$ cat config.mk
export PLATFORM = sky130hd
export DESIGN_NAME = gamepad_report_decoder_core
export DESIGN_NICKNAME = d
export VERILOG_FILES = /design/src/hdl/gprd_pkg.sv /design/src/hdl/gamepad_report_decoder_core.sv
export SDC_FILE = /design/constraint.sdc
export NUM_CORES = 1
export LEC_CHECK = 0
export BUFFER_PORTS_ARGS = -buffer_cell sky130_fd_sc_hd__buf_4
export CELL_PAD_IN_SITES_DETAIL_PLACEMENT = 1
export CELL_PAD_IN_SITES_GLOBAL_PLACEMENT = 2
export CORE_ASPECT_RATIO = 1.4
export CORE_MARGIN = 2
export CORE_UTILIZATION = 40
export CTS_BUF_LIST = sky130_fd_sc_hd__clkbuf_4 sky130_fd_sc_hd__clkbuf_8 sky130_fd_sc_hd__clkbuf_16
export CTS_CLUSTER_DIAMETER = 200
export DETAILED_ROUTE_END_ITERATION = 12
export PLACE_DENSITY = 0.87
export SKIP_CTS_REPAIR_TIMING = 1
export SLEW_MARGIN = 5
export SYNTH_ARGS = -nofsm -noshare
export SYNTH_HDL_FRONTEND = slang
export SYNTH_SLANG_ARGS = --single-unit
export TNS_END_PERCENT = 5
$ cat constraint.sdc
create_clock -name clock -period 15.4 [get_ports clock]
set_input_delay 3.08 -clock clock [delete_from_list [all_inputs] [get_ports clock]]
set_output_delay 3.08 -clock clock [all_outputs]
set_load 0.02 [all_outputs]
$ cat src/hdl/gprd_pkg.sv
`timescale 1ns / 1ps
// gprd_pkg: types and constants for the gamepad report decoder
// no dependencies; used by gamepad_report_decoder_core

package gprd_pkg;

   // only the leading report bytes take part in decode
   localparam int DEC_BYTES = 18;
   localparam int DEC_IDX_W = $clog2(DEC_BYTES);

   localparam logic [7:0] HDR_NULL   = 8'h00;
   localparam logic [7:0] HDR_LED    = 8'h01;
   localparam logic [7:0] HDR_AUTH   = 8'h02;
   localparam logic [7:0] HDR_LEDSUB = 8'h03;
   localparam logic [7:0] HDR_GUIDE  = 8'h07;
   localparam logic [7:0] HDR_WIRED  = 8'h14;
   localparam logic [7:0] HDR_INPUT  = 8'h20;
   localparam logic [7:0] LED_CODE   = 8'h06;

   typedef enum logic [1:0] {
      KIND_STATE = 2'd0,
      KIND_LED   = 2'd1,
      KIND_AUTH  = 2'd2
   } kind_type;

   typedef enum logic {
      CTYPE_WIRED = 1'b0,
      CTYPE_ONE   = 1'b1
   } ctype_type;

   typedef struct packed {
      logic        [14:0] buttons;
      logic signed [15:0] left_x;
      logic signed [15:0] left_y;
      logic signed [15:0] right_x;
      logic signed [15:0] right_y;
      logic        [15:0] left_trigger;
      logic        [15:0] right_trigger;
   } pad_state_type;

   typedef struct packed {
      kind_type      kind;
      pad_state_type pad;
      logic [7:0]    code;
      logic          last;
   } result_type;

endpackage

$ cat src/hdl/gamepad_report_decoder_core.sv
`timescale 1ns / 1ps
// results: the last byte sets the pending flag; the decode then commits into the result queue, whose head is offered
// throughput: one report byte per cycle; the decode stage and a two-entry result queue
// hold input back only while the queue has no room for what a report produces
// reset: synchronous, active high; clears report buffer, byte position, previous state,
// sequence number, controller type and the result queue
// depends on gprd_pkg

module gamepad_report_decoder_core #(
   parameter int BUFFER_BYTES = 32
) (
   input  logic                clock,
   input  logic                reset,
   input  logic                csr_wr_en,
   input  logic                csr_wr_data,
   input  logic                req_valid,
   output logic                req_stall,
   input  logic [7:0]          req_report_byte,
   input  logic                req_report_last,
   output logic                rsp_valid,
   input  logic                rsp_stall,
   output logic [1:0]          rsp_result_kind,
   output logic [14:0]         rsp_buttons,
   output logic signed [15:0]  rsp_left_x,
   output logic signed [15:0]  rsp_left_y,
   output logic signed [15:0]  rsp_right_x,
   output logic signed [15:0]  rsp_right_y,
   output logic [15:0]         rsp_left_trigger,
   output logic [15:0]         rsp_right_trigger,
   output logic [7:0]          rsp_command_code,
   output logic                rsp_result_last
);

   localparam int POS_W = $clog2(BUFFER_BYTES + 1);

   logic [7:0]                   buf_ff [gprd_pkg::DEC_BYTES];
   logic [POS_W-1:0]             pos_ff;
   logic [POS_W-1:0]             pos_in;
   gprd_pkg::ctype_type          ctype_ff;
   logic                         pend_ff;
   logic                         pend_in;
   gprd_pkg::pad_state_type      prev_ff;
   gprd_pkg::pad_state_type      prev_in;
   logic [7:0]                   seq_ff;
   logic [7:0]                   seq_in;
   gprd_pkg::result_type         q_ff [2];
   gprd_pkg::result_type         q_in [2];
   logic [1:0]                   cnt_ff;
   logic [1:0]                   cnt_in;

   logic                         req_accept;
   logic                         pop;
   logic                         commit;
   logic [1:0]                   cnt_pop;
   logic [1:0]                   num_res;
   gprd_pkg::result_type         res0;
   gprd_pkg::result_type         res1;
   gprd_pkg::result_type         shf [2];
   gprd_pkg::pad_state_type      dec_state;
   gprd_pkg::pad_state_type      zero_state;
   logic                         upd_prev;
   logic                         upd_seq;
   logic [7:0]                   b0;
   logic [7:0]                   b1;
   logic [7:0]                   xb;
   logic                         differ;

   assign zero_state = '0;
   assign b0 = buf_ff[0];
   assign b1 = buf_ff[1];

   // decode of the stored report
   always_comb begin
      dec_state = zero_state;
      res0      = '0;
      res1      = '0;
      num_res   = 2'd0;
      upd_prev  = 1'b0;
      upd_seq   = 1'b0;
      differ    = 1'b0;
      xb        = 8'h00;
      if (ctype_ff == gprd_pkg::CTYPE_WIRED) begin
         if (b0 == gprd_pkg::HDR_NULL && b1 == gprd_pkg::HDR_WIRED) begin
            xb = buf_ff[3];
            dec_state.buttons       = {xb[7:4], xb[2:0], buf_ff[2]};
            dec_state.left_x        = {buf_ff[7], buf_ff[6]};
            dec_state.left_y        = {buf_ff[9], buf_ff[8]};
            dec_state.right_x       = {buf_ff[11], buf_ff[10]};
            dec_state.right_y       = {buf_ff[13], buf_ff[12]};
            dec_state.left_trigger  = {6'b0, buf_ff[4], 2'b00};
            dec_state.right_trigger = {6'b0, buf_ff[5], 2'b00};
         end
         differ   = (dec_state != prev_ff);
         upd_prev = differ;
         if (b0 == gprd_pkg::HDR_LED && b1 == gprd_pkg::HDR_LEDSUB) begin
            res0.kind = gprd_pkg::KIND_LED;
            res0.code = gprd_pkg::LED_CODE;
            res0.last = !differ;
            res1.kind = gprd_pkg::KIND_STATE;
            res1.pad  = dec_state;
            res1.last = 1'b1;
            num_res   = differ ? 2'd2 : 2'd1;
         end else begin
            res0.kind = gprd_pkg::KIND_STATE;
            res0.pad  = dec_state;
            res0.last = 1'b1;
            num_res   = differ ? 2'd1 : 2'd0;
         end
      end else begin
         num_res   = 2'd1;
         res0.last = 1'b1;
         if (b0 == gprd_pkg::HDR_AUTH && b1 == gprd_pkg::HDR_INPUT) begin
            res0.kind = gprd_pkg::KIND_AUTH;
            res0.code = seq_ff;
            upd_seq   = 1'b1;
         end else begin
            if (b0 == gprd_pkg::HDR_INPUT) begin
               xb = buf_ff[4];
               dec_state.buttons = {xb[7:4], 1'b0, buf_ff[5][5:4], buf_ff[5][7:6],
                                    xb[3:2], buf_ff[5][3:0]};
               dec_state.left_x        = {buf_ff[11], buf_ff[10]};
               dec_state.left_y        = {buf_ff[13], buf_ff[12]};
               dec_state.right_x       = {buf_ff[15], buf_ff[14]};
               dec_state.right_y       = {buf_ff[17], buf_ff[16]};
               dec_state.left_trigger  = {buf_ff[7], buf_ff[6]};
               dec_state.right_trigger = {buf_ff[9], buf_ff[8]};
            end else if (b0 == gprd_pkg::HDR_GUIDE && b1 == gprd_pkg::HDR_INPUT) begin
               dec_state = prev_ff;
               dec_state.buttons[10] = buf_ff[4][0];
            end
            res0.kind = gprd_pkg::KIND_STATE;
            res0.pad  = dec_state;
            upd_prev  = 1'b1;
         end
      end
   end

   // result queue and handshakes
   always_comb begin
      pop        = rsp_valid && !rsp_stall;
      cnt_pop    = cnt_ff - {1'b0, pop};
      commit     = pend_ff && (num_res <= (2'd2 - cnt_pop));
      req_stall  = pend_ff && !commit;
      req_accept = req_valid && !req_stall;
      shf[0]     = pop ? q_ff[1] : q_ff[0];
      shf[1]     = q_ff[1];
      for (int i = 0; i < 2; i++) begin
         q_in[i] = shf[i];
         if (commit) begin
            if (num_res != 2'd0 && cnt_pop == 2'(i)) begin
               q_in[i] = res0;
            end
            if (num_res == 2'd2 && cnt_pop + 2'd1 == 2'(i)) begin
               q_in[i] = res1;
            end
         end
      end
      cnt_in  = cnt_pop + (commit ? num_res : 2'd0);
      pend_in = req_accept ? req_report_last : (pend_ff && !commit);
      prev_in = (commit && upd_prev) ? dec_state : prev_ff;
      seq_in  = (commit && upd_seq) ? seq_ff + 8'd1 : seq_ff;
      pos_in  = pos_ff;
      if (req_accept) begin
         if (req_report_last) begin
            pos_in = '0;
         end else if (pos_ff != POS_W'(BUFFER_BYTES)) begin
            pos_in = pos_ff + POS_W'(1);
         end
      end
   end

   always_ff @(posedge clock) begin
      if (reset) begin
         for (int i = 0; i < gprd_pkg::DEC_BYTES; i++) begin
            buf_ff[i] <= 8'h00;
         end
         pos_ff   <= '0;
         ctype_ff <= gprd_pkg::CTYPE_WIRED;
         pend_ff  <= 1'b0;
         prev_ff  <= '0;
         seq_ff   <= 8'h00;
         cnt_ff   <= 2'd0;
      end else begin
         if (req_accept && pos_ff < POS_W'(gprd_pkg::DEC_BYTES)) begin
            buf_ff[pos_ff[gprd_pkg::DEC_IDX_W-1:0]] <= req_report_byte;
         end
         if (csr_wr_en) begin
            ctype_ff <= gprd_pkg::ctype_type'(csr_wr_data);
         end
         pos_ff  <= pos_in;
         pend_ff <= pend_in;
         prev_ff <= prev_in;
         seq_ff  <= seq_in;
         cnt_ff  <= cnt_in;
      end
   end

   always_ff @(posedge clock) begin
      q_ff[0] <= q_in[0];
      q_ff[1] <= q_in[1];
   end

   assign rsp_valid         = (cnt_ff != 2'd0);
   assign rsp_result_kind   = q_ff[0].kind;
   assign rsp_buttons       = q_ff[0].pad.buttons;
   assign rsp_left_x        = q_ff[0].pad.left_x;
   assign rsp_left_y        = q_ff[0].pad.left_y;
   assign rsp_right_x       = q_ff[0].pad.right_x;
   assign rsp_right_y       = q_ff[0].pad.right_y;
   assign rsp_left_trigger  = q_ff[0].pad.left_trigger;
   assign rsp_right_trigger = q_ff[0].pad.right_trigger;
   assign rsp_command_code  = q_ff[0].code;
   assign rsp_result_last   = q_ff[0].last;

   a_cnt_bound: assert property (@(posedge clock) disable iff (reset)
      cnt_ff != 2'd3)
      else $error("result queue count out of range");

   a_stall_pend: assert property (@(posedge clock) disable iff (reset)
      req_stall |-> (pend_ff && cnt_ff != 2'd0))
      else $error("request stalled without a blocked decode");

   a_commit_clear: assert property (@(posedge clock) disable iff (reset)
      (commit && !(req_accept && req_report_last)) |=> !pend_ff)
      else $error("decode still pending after commit");

   a_pos_bound: assert property (@(posedge clock) disable iff (reset)
      pos_ff <= POS_W'(BUFFER_BYTES))
      else $error("byte position past buffer end");

endmodule
# After elaboration in Yosys (flattened, before gate mapping)
# Memories as Yosys holds them, arrays and structs flattened.
# Index checks and enable logic that the tools add are counted.
op_classes:
  eq_ne: 12
  mux: 44
  n_lt_le_gt_ge: 2
  addsub: 6
  reduce_logical: 27
ops:
  columns: ["operator", "n"]
  rows:
  - ["$mux 122", 8]
  - ["$mux 111", 8]
  - ["$mux 113", 1]
  - ["$ne 111x111->1", 1]
  - ["$eq 8x2->1 const B", 2]
  - ["$eq 8x6->1 const B", 2]
  - ["$mux 1", 16]
  - ["$mux 8", 2]
  - ["$logic_and 1x1->1", 15]
  - ["$mux 6", 2]
  - ["$mux 2", 5]
  - ["$add 8x1->8 const B", 1]
  - ["$eq 8x1->1 const B", 1]
  - ["$eq 8x3->1 const B", 1]
  - ["$eq 8x5->1 const B", 1]
  - ["$logic_not 8->1", 1]
  - ["$reduce_or 8->1", 1]
  - ["$add 6x1->6 const B", 1]
  - ["$lt 6x5->1 const B", 1]
  - ["$ne 6x6->1 const B", 1]
  - ["$reduce_bool 2->1", 3]
  - ["$mux 5", 1]
  - ["$eq 2x1->1 const B", 2]
  - ["$logic_not 1->1", 4]
  - ["9 further kinds", 10]
word_totals:
  word_cells: 105
  out_inout_bits: 124
  in_bits: 15
  mem_bits_rw: 388
  reg_bits: 129
  n_memories: 2
mem_list:
  columns: ["name", "words", "word_bits", "read_ports", "rd_clocked_by_memory_dff", "wr", "line_no", "text"]
  rows:
  - ["q_ff", 2, 122, 2, 0, 2, "gamepad_report_decoder_core.sv:46", "gprd_pkg::result_type q_ff [2];"]
  - ["buf_ff", 18, 8, 18, 0, 18, "gamepad_report_decoder_core.sv:36", "logic [7:0] buf_ff [gprd_pkg::DEC_BYTES];"]

# Logic depth before layout (Yosys ltp)
# Gate-level depths: netlist of the first run.
# An unclocked memory read counts as a cell.
logic_depth:
  word_depth: 21
  ltp_mapped: 24
  ltp_nobuf: 20

# Worst setup path before layout of the first run
# No wires, ideal clock.
synth_path:
  path_kind: "in2reg"
  from: "in rsp_stall"
  to: "mem q_ff[0][122] (netlist name) (enable)"
  cell_stages: 10
  t_arrival_ns: 11.346
  path_slack_ns: 3.411
  path_cell_list: "nand2b_1 > inv_2 > clkbuf_1 > buf_1 > ha_1 > xor2_1 > ha_1 > maj3_1 > nand2b_1 > a21oi_1"
synth_lines:
  columns: ["element", "line_no", "text"]
  rows:
  - ["start: declaration", "gamepad_report_decoder_core.sv:21", "input logic rsp_stall,"]
  - ["end: declaration", "gamepad_report_decoder_core.sv:46", null]

==> metrics.txt, run 1 <==
DPL Wire Length 72340 µm; Pwr Density about 130 mW/mm²; Area Overhead vs Synth 9.536%; EDFF count, synth 265; path depth of the worst reg2reg path 19; Synth top area share 0.3043; Final period util 0.6158; die height 306.5 µm; Max-Cap Viols 0; Root Buffer clkbuf_16; kind of critical path flip-flop to output pin; CP max-delay cell and3_1; htree depth 2; initial DRC count 1748; global-route usage over all layers 0.2947; post-route ant nets 0; Slew headroom 0.1282; router iterations before antenna repair 5; drc violations 0; Post-synth ARST share 0; skew final roughly 30 ps; Syn Inst Count ~2700; top cells by area, synth edfxtp_1 (30%), dfxtp_1 (19%), nor2_1 (6.0%); Hold Vio Cnt, Final 0; Synth top cells by count nor2_1 (419), nand2_1 (291), edfxtp_1 (265); final setup violation count 0; Core ar. about 0.065 mm²; syn_area_per_cell 9.540 µm²; Period minus WS final approximately 9500 ps; Most used DFF post-synth edfxtp_1; area leader, netlist edfxtp_1; clock sinks slightly above 500; Initial Utilization 0.4051; mapped cell area roughly 0.026 mm²; share of layout cells above drive strength 1 0.1398; Die Width between 200 and 250 µm; Seq/Total Area, Yosys 0.4965; Rows 110; post-synth cell types 70; setup TNS 0 ps; GPL Wtd Cong 0.9797; number of synthesized register bits 516; syn nets between 2000 and 3000; Fin Hold WS between 400 and 500 ps; final setup margin ~5900 ps; Post-Route WL 100600 µm; Yosys warning count 0; RSZ-0062 raised after global routing no; Worst-Margin Slew ~1300 ps; die area 0.06746 mm²; CTS tree built; pre-CTS WS ~6400 ps; post-layout util 0.4437; per-cell routed wire length 28.43 µm; worst vdd ir about 130 µV; Hold Path Cell Cnt 2; CTS clock-pin slew for the worst setup and hold paths ~60 ps; gr ovfl total 0; filler instances 7233; I/O Buffers between 100 and 150; antenna violations before repair 2; crit path DAT roughly 6400 ps; Pleak around 0.01 µW; Final Power 3863 µW; largest net degree at the start of global routing 91; crit path cell chain or4_4 -> nor2_2 -> and3_1 -> a21boi_0 -> a2111oi_0 -> nand4_1 -> nor4_2 -> nand2_1 -> ha_1 -> nor2_1 -> ha_1 -> nor2_1 -> maj3_1 -> nand2_1 -> inv_1 -> buf_4; number of nets in the layout ~2700; count of pins over their slew limit 0; vias in the first global route approximately 22000; worst-path fanout max 16; Crit. End Element output pin; # IOs between 100 and 150; Crit path required time between 10000 and 15000 ps; CTS Buf Count 53; delay of the slowest cell on the worst path roughly 700 ps; vias per cell roughly 5.9; Tightest Hold Check Type flip-flop to flip-flop; Vias around 21000; Clk Latency, worst-skew pair roughly 630 ps; status finished, final reports clean; count leader, synth nor2_1; Longest Clk Path Bufs 3; f_max roughly 110 MHz; first-pass GRT wire length 145600 µm; critical path startpoint category flip-flop
==> critical path, delay by kind of cell, from the launching register on <==
| kind | cells | cell delay [ps] |
|---|---|---|
| and+or+nand+nor | 9 | 3250 |
| AOI/OAI and AO/OA | 2 | 760 |
| adders and majority gates | 3 | 1010 |
| DFF | 1 | 480 |
| buffers and inverters | 2 | 280 |
==> registers in the layout, summed over array words and instances, names as in the netlist <==
register	flops
seq_ff	8
prev_ff	111
q_ff	244
pos_ff	6
pend_ff	1
buf_ff	143
ctype_ff	1
cnt_ff	2
==> final timing paths <==
kind	slack, ps	end	from
max reg2reg	6230	prev_ff[74]$_SDFFE_PP0P_	buf_ff[0][0]$_SDFFCE_PN0P_
max	5920	req_stall	buf_ff[0][0]$_SDFFCE_PN0P_
min reg2reg	480	prev_ff[28]$_SDFFE_PP0P_	prev_ff[28]$_SDFFE_PP0P_
min	480	prev_ff[28]$_SDFFE_PP0P_	prev_ff[28]$_SDFFE_PP0P_
==> cell usage in the layout (no fill, tap or decap), drive strengths merged, types with 43 or more instances in the layout <==
master  Yosys  layout
nand2     291     291
inv        64      67
a21oi     259     259
o22a       95      95
nor2      420     420
mux2i     123     123
clkbuf    139      72
edfxtp    265     265
mux2       95      95
buf       167     161
nor2b      88      88
dfxtp     251     251
nand2b     43      43
o22ai     105     105
==> metal layers <==
layer / vias up / track usage / part of all wire
li1: 9412 / - / -
met5: - / 0 / 0.00011
met3: 219 / 0.03600 / 0.047
met1: 10559 / 0.3462 / 0.39
met2: 653 / 0.5139 / 0.50
met4: 2 / 0.1706 / 0.066
==> layout make-up <==
type / count / area (µm²) / share of cell area
Clock buffer: 71 / 1493 / 0.05211
Tap cell: 840 / 1051 / 0.03669
Antenna cell: 2 / 5.005 / 0.0001747
Multi-Input combinational cell: 1855 / 11310 / 0.3950
Sequential cell: 516 / 12980 / 0.4533
Timing Repair Buffer: 162 / 1222 / 0.04268
Clock inverter: 28 / 329.1 / 0.01149
Inverter: 64 / 245.2 / 0.008562
==> report_power, final <==
group / total, µW / switching [µW] / leakage, µW / internal [µW]
logic: 887 / 488 / 0.00433 / 399
registers: 1620 / 79.6 / 0.00477 / 1540
clock network: 1350 / 582 / 0.000897 / 772
==> stage by stage <==
| step | cells | cell area [µm²] |
|---|---|---|
| 5_1_grt | 3537 | 28640 |
| 3_3_place_gp | 3437 | 26820 |
| 3_5_place_dp | 3437 | 26820 |
| 2_1_floorplan | 2741 | 26150 |
| 6_report | 3538 | 28640 |
| 4_1_cts | 3536 | 28640 |
==> kinds of logic (layout without fill, tap and decap cells) <==
group,after synthesis,in the layout,share of synthesized area
AND/OR/NAND/NOR,980,980,0.1686
multiplexers,218,218,0.09517
flip-flops,516,516,0.4965
adder cells (fa/ha/maj),11,11,0.005168
AO/OA/AOI/OAI,607,607,0.1479
XOR/XNOR,39,39,0.01306
other,0,2,0
buffers and inverters,370,325,0.07369
(Power assumes the default switching activity.)
==> run 2: changes to the inputs <==
clock period = 9.2 ns   (was 15.4 ns; I/O delays follow)
==> metrics.txt, run 2 (synthesis gave the netlist of run 1 again) <==
f_max ~120 MHz; highest-count cells in the layout ignoring fill and taps nor2_1 (416), nand2_1 (290), edfxtp_1 (265) (was nor2_1 (415), nand2_1 (290), edfxtp_1 (265)); kind of critical path flip-flop to output pin (unchanged); router iterations before antenna repair 5 (unchanged); DP Cell Count 3439 (was 3437); share of layout cells above drive strength 1 0.1409 (was 0.1398); Area Overhead vs Synth 9.450% (was 9.536%); status finished, final reports clean (unchanged); vias in the first global route 21569 (was 21592); Hold EP prev_ff[17]$_SDFFE_PP0P_ (was prev_ff[28]$_SDFFE_PP0P_); Internal 4507 µW (was 2713 µW); Final Power 6383 µW (was 3863 µW); Initial Utilization 0.4051 (unchanged); biggest regs q_ff x244, buf_ff x143, prev_ff x111 (unchanged); Final period util 0.8953; first-pass GRT wire length 143300 µm (was 145600 µm); max reg flops 244 (unchanged); vias per cell 5.907 (was 5.892); Longest Clk Path Bufs 3 (unchanged); global-route usage over all layers 0.2891 (was 0.2947); initial DRC count 1736 (was 1748); Clk pwr share 0.344 (was 0.351); die height 306.5 µm (unchanged); Crit. End Element output pin (unchanged); htree depth 2 (unchanged); min-delay src prev_ff[17]$_SDFFE_PP0P_ (was prev_ff[28]$_SDFFE_PP0P_); post-route ant nets 0 (unchanged); largest net degree at the start of global routing 123 (was 91); CTS Buf Count 52 (was 53); Hold Vio Cnt, Final 0 (unchanged); Post-Route WL 98900 µm (was 100600 µm); RSZ-0062 raised after global routing no (unchanged); Crit path required time 7360 ps (was 12320 ps); Clk Latency, worst-skew pair 640 ps (was 630 ps); sw frac 0.2938 (was 0.2976); # IOs 139 (unchanged); Max-Cap Viols 0 (unchanged); clock sinks 516 (unchanged); gr ovfl total 0 (unchanged); GPL Wtd Cong 0.9650 (was 0.9797); r2r setup slk 1140 ps (was 6230 ps); Period minus WS final a little over 8000 ps; commonest non-fill, non-tap cell in the layout nor2_1 (unchanged); skew final 30.10 ps (was 30.42 ps); CTS tree built (unchanged); Worst-Margin Slew 1206 ps (was 1305 ps); Vias 20894 (was 20845); Rows 110 (unchanged); worst vdd ir 459.8 µV (was 133.6 µV); Tightest Hold Check Type flip-flop to flip-flop (unchanged); die area 0.06746 mm² (unchanged); worst-path fanout max 16 (unchanged); final setup violation count 0 (unchanged); count of pins over their slew limit 0 (unchanged); CTS clock-pin slew for the worst setup and hold paths 60 ps (about the same); Slew headroom 0.1939 (was 0.1282); power share of the combinational group 0.231 (was 0.230); non-filler cells, final 3537 (was 3538); Hold Path Cell Cnt 2 (unchanged); per-cell routed wire length 27.96 µm (was 28.43 µm); critical path startpoint category flip-flop (unchanged); Seq pwr share 0.426 (was 0.420); Pwr Density 223.0 mW/mm² (was 134.9 mW/mm²); Pleak 0.009999 µW (was 0.009990 µW); Die Width 220.1 µm (unchanged); number of nets in the layout 2678 (was 2677); crit path DAT 6400 ps (about the same); RR Endpoint buf_ff[2][6]$_SDFFCE_PN0P_ (was prev_ff[74]$_SDFFE_PP0P_); antenna violations before repair 3 (was 2); setup TNS 0 ps (unchanged); Worst R2R Start buf_ff[0][0]$_SDFFCE_PN0P_ (unchanged); I/O Buffers 138 (unchanged); drc violations 0 (unchanged); path depth of the worst reg2reg path 20 (was 19); Root Buffer clkbuf_16 (unchanged); DPL Wire Length 71420 µm (was 72340 µm); Core ar. 0.06455 mm² (unchanged); Top reg by flops q_ff (unchanged); antenna cell count 0 (was 2); switching power 1876 µW (was 1150 µW)
-- run 2: power groups by stage --
stage	registers, µW	logic, µW	clock network (µW)
2_1_floorplan	2700	1240	0
5_1_grt	2730	1600	2310
3_5_place_dp	2770	1480	0
6_report	2720	1470	2190
4_1_cts	2720	1490	2230
3_3_place_gp	2760	1430	0
-- run 2: routing by layer --
layer | up-vias | share of wire | global-route usage
met4 | 6 | 0.075 | 0.1918
li1 | 9401 | - | -
met1 | 10555 | 0.38 | 0.3361
met2 | 686 | 0.49 | 0.4939
met3 | 246 | 0.048 | 0.03897
met5 | - | 0.00047 | 0
-- run 2: worst max path at each step --
stage | from | end | slack, ps
global route | buf_ff[0][0]$_SDFFCE_PN0P_ | req_stall | 510
CTS | buf_ff[0][0]$_SDFFCE_PN0P_ | req_stall | 960
global placement | buf_ff[0][0]$_SDFFCE_PN0P_ | buf_ff[0][5]$_SDFFCE_PN0P_ | 1620
finish | buf_ff[0][0]$_SDFFCE_PN0P_ | req_stall | 960
floorplan | rsp_stall | q_ff[0][122]$_DFFE_PP_ | 1210
detailed placement | buf_ff[0][0]$_SDFFCE_PN0P_ | buf_ff[2][6]$_SDFFCE_PN0P_ | 1300
-- run 2: worst max-delay path: stages, from the launching register on --
cell,delay [ps]
edfxtp_1,500
or4_4,620
nor2_2,320
and3_1,700
a21boi_0,190
a2111oi_0,530
o2111ai_1,290
nor4_2,480
nand2_1,190
ha_1,440
nor2_1,260
ha_1,210
nor2_1,50
maj3_1,400
nand2_1,330
inv_1,90
buf_4,170
-- run 2: final cells by class --
| class | instances | area [µm²] |
|---|---|---|
| Multi-Input combinational cell | 1855 | 11310 |
| Timing Repair Buffer | 164 | 1262 |
| Fill cell | 7246 | 35930 |
| Tap cell | 840 | 1051 |
| Sequential cell | 516 | 12980 |
| Inverter | 64 | 245.2 |
| Clock inverter | 17 | 168.9 |
| Clock buffer | 81 | 1598 |
-- run 2: per-stage QoR --
step | hold slack, ps | setup slack (ps) | utilization | area [µm²]
2_1_floorplan | 448.7 | 1207 | - | 26150
3_3_place_gp | 458.8 | 1620 | 0.4160 | 26850
3_5_place_dp | 468.9 | 1302 | 0.4160 | 26850
4_1_cts | 478.2 | 960.3 | 0.4434 | 28620
5_1_grt | 500.0 | 512.8 | 0.4434 | 28620
6_report | 479.9 | 963.1 | 0.4434 | 28620
==> run 3: changes to the inputs <==
clock period = 8 ns   (was 9.2 ns; I/O delays follow)
==> metrics.txt, run 3 (synthesis gave the netlist of run 1 again) <==
Clk Latency, worst-skew pair 640 ps (about the same); r2r setup slk 460 ps (was 1140 ps); Root Buffer clkbuf_16 (unchanged); worst-path fanout max 16 (unchanged); worst vdd ir 370.7 µV (was 459.8 µV); Area Overhead vs Synth 9.900% (was 9.450%); initial DRC count 1645 (was 1736); DPL Wire Length 73130 µm (was 71420 µm); Pleak 0.01003 µW (was 0.009999 µW); Post-DP Area 0.02696 mm² (was 0.02685 mm²); gr ovfl total 0 (unchanged); Die Width 220.1 µm (unchanged); Period minus WS final 7700 ps; vias per cell 5.910 (was 5.907); crit path DAT 6100 ps (was 6400 ps); GPL Wtd Cong 1.016 (was 0.9650); Slew headroom 0.2338 (was 0.1939); router iterations before antenna repair 5 (unchanged); Rows 110 (unchanged); f_max approximately 130 MHz; RR Endpoint buf_ff[1][2]$_SDFFCE_PN0P_ (was buf_ff[2][6]$_SDFFCE_PN0P_); Longest Clk Path Bufs 3 (unchanged); number of nets in the layout 2691 (was 2678); htree depth 2 (unchanged); CTS Buf Count 52 (unchanged); Core ar. 0.06455 mm² (unchanged); global-route usage over all layers 0.2982 (was 0.2891); die height 306.5 µm (unchanged); Top reg by flops q_ff (unchanged); post-route cell area 0.02874 mm² (was 0.02862 mm²); share of layout cells above drive strength 1 0.1465 (was 0.1409); final setup violation count 0 (unchanged); met2 Use GR 0.5197 (was 0.4939); per-cell routed wire length 28.55 µm (was 27.96 µm); Tightest Hold Check Type flip-flop to flip-flop (unchanged); I/O Buffers 138 (unchanged); Fin Hold WS 477.2 ps (was 479.9 ps); skew final 38.99 ps (was 30.10 ps); largest net degree at the start of global routing 96 (was 123); critical path startpoint category flip-flop (unchanged); Crit path required time 6400 ps (was 7360 ps); Hold Path Cell Cnt 2 (unchanged); Multi-input gate area 0.01133 mm² (was 0.01131 mm²); CTS tree built (unchanged); antenna violations before repair 2 (was 3); path depth of the worst reg2reg path 20 (unchanged); Worst R2R Start buf_ff[0][0]$_SDFFCE_PN0P_ (unchanged); Initial Utilization 0.4051 (unchanged); count of pins over their slew limit 0 (unchanged); max reg flops 244 (unchanged); Crit. End Element output pin (unchanged); Hold EP prev_ff[29]$_SDFFE_PP0P_ (was prev_ff[17]$_SDFFE_PP0P_); clock sinks 516 (unchanged); Worst-Margin Slew 1145 ps (was 1206 ps); Final period util 0.9626; min-delay src prev_ff[29]$_SDFFE_PP0P_ (was prev_ff[17]$_SDFFE_PP0P_); highest-count cells in the layout ignoring fill and taps nor2_1 (416), nand2_1 (290), edfxtp_1 (265) (unchanged); RSZ-0062 raised after global routing no (unchanged); vias in the first global route 21738 (was 21569); kind of critical path flip-flop to output pin (unchanged); commonest non-fill, non-tap cell in the layout nor2_1 (unchanged); # IOs 139 (unchanged); post-route ant nets 0 (unchanged); first-pass GRT wire length 147900 µm (was 143300 µm); drc violations 0 (unchanged); Reg area 0.01298 mm² (unchanged); Vias 20980 (was 20894); Post-Route WL 101300 µm (was 98900 µm); met3 usage 0.03581 (was 0.03897); busiest grt layer met2 (unchanged); filler instances 7174 (was 7246); Hold Vio Cnt, Final 0 (unchanged); met1 Use GR 0.3514 (was 0.3361); die area 0.06746 mm² (unchanged); status finished, final reports clean (unchanged); Pwr Density 255.7 mW/mm² (was 223.0 mW/mm²); CTS clock-pin slew for the worst setup and hold paths 70 ps (was 60 ps); Max-Cap Viols 0 (unchanged); biggest regs q_ff x244, buf_ff x143, prev_ff x111 (unchanged)
==> run 3: cell types whose count changed in the layout (fill, tap and decap cells not counted), sizes merged <==
cell and change:
bufinv +1, clkinv -1, diode +1, buf +13, inv +3, clkinvlp +10
clkbuf -14
==> run 3: worst max-delay path by stage <==
stage                          startpoint                         end
5_1_grt        buf_ff[0][0]$_SDFFCE_PN0P_                   req_stall
4_1_cts        buf_ff[0][0]$_SDFFCE_PN0P_  buf_ff[1][0]$_SDFFCE_PN0P_
2_1_floorplan  buf_ff[0][5]$_SDFFCE_PN0P_      q_ff[0][122]$_DFFE_PP_
6_report       buf_ff[0][0]$_SDFFCE_PN0P_                   req_stall
3_3_place_gp   buf_ff[0][0]$_SDFFCE_PN0P_  buf_ff[2][2]$_SDFFCE_PN0P_
3_5_place_dp   buf_ff[0][0]$_SDFFCE_PN0P_  buf_ff[1][0]$_SDFFCE_PN0P_
==> run 3: per-stage QoR <==
| step | setup WS [ps] | instances | setup TNS, ps | total power (µW) | util |
|---|---|---|---|---|---|
| after floorplan | 235.0 | 2741 | 0 | 4527 | - |
| after global placement | 441.8 | 3450 | 0 | 4829 | 0.4177 |
| after detailed placement | 30.79 | 3450 | 0 | 4889 | 0.4177 |
| after CTS | -35.15 | 3547 | -271.8 | 7404 | 0.4446 |
| after global routing | 24.18 | 3550 | 0 | 7634 | 0.4452 |
| final | 299.6 | 3550 | 0 | 7348 | 0.4452 |
==> run 3: critical path, cell delays in order (launching register included) <==
cell,delay (ps)
edfxtp_1,510
or4_4,620
nor2_2,340
and3_2,510
a21boi_0,150
a2111oi_0,500
o2111ai_1,360
nor4_4,350
nand2_1,140
ha_1,430
nor2_1,250
ha_1,210
nor2_1,40
maj3_1,400
nand2_1,380
inv_1,110
buf_4,180
==> run 3: area by class of cell <==
| type | instances | area share |
|---|---|---|
| clock buffer | 67 | 0.05050 |
| timing repair buffer | 177 | 0.04820 |
| tap | 840 | 0.03657 |
| clock inverter | 30 | 0.009970 |
| multi-input combinational | 1855 | 0.3944 |
| sequential | 516 | 0.4518 |
| antenna | 1 | 0.00008708 |
| inverter | 64 | 0.008534 |
==> run 3: metal layers <==
layer / vias up / part of all wire
met4: 0 / 0.067
met1: 10646 / 0.39
met5: - / 0
li1: 9431 / -
met2: 675 / 0.50
met3: 228 / 0.045
==> run 3: where the power goes <==
group / total [µW] / switching, µW / internal, µW
Combinational: 1700 / 927 / 773
Sequential: 3120 / 156 / 2970
Clock: 2530 / 1130 / 1390
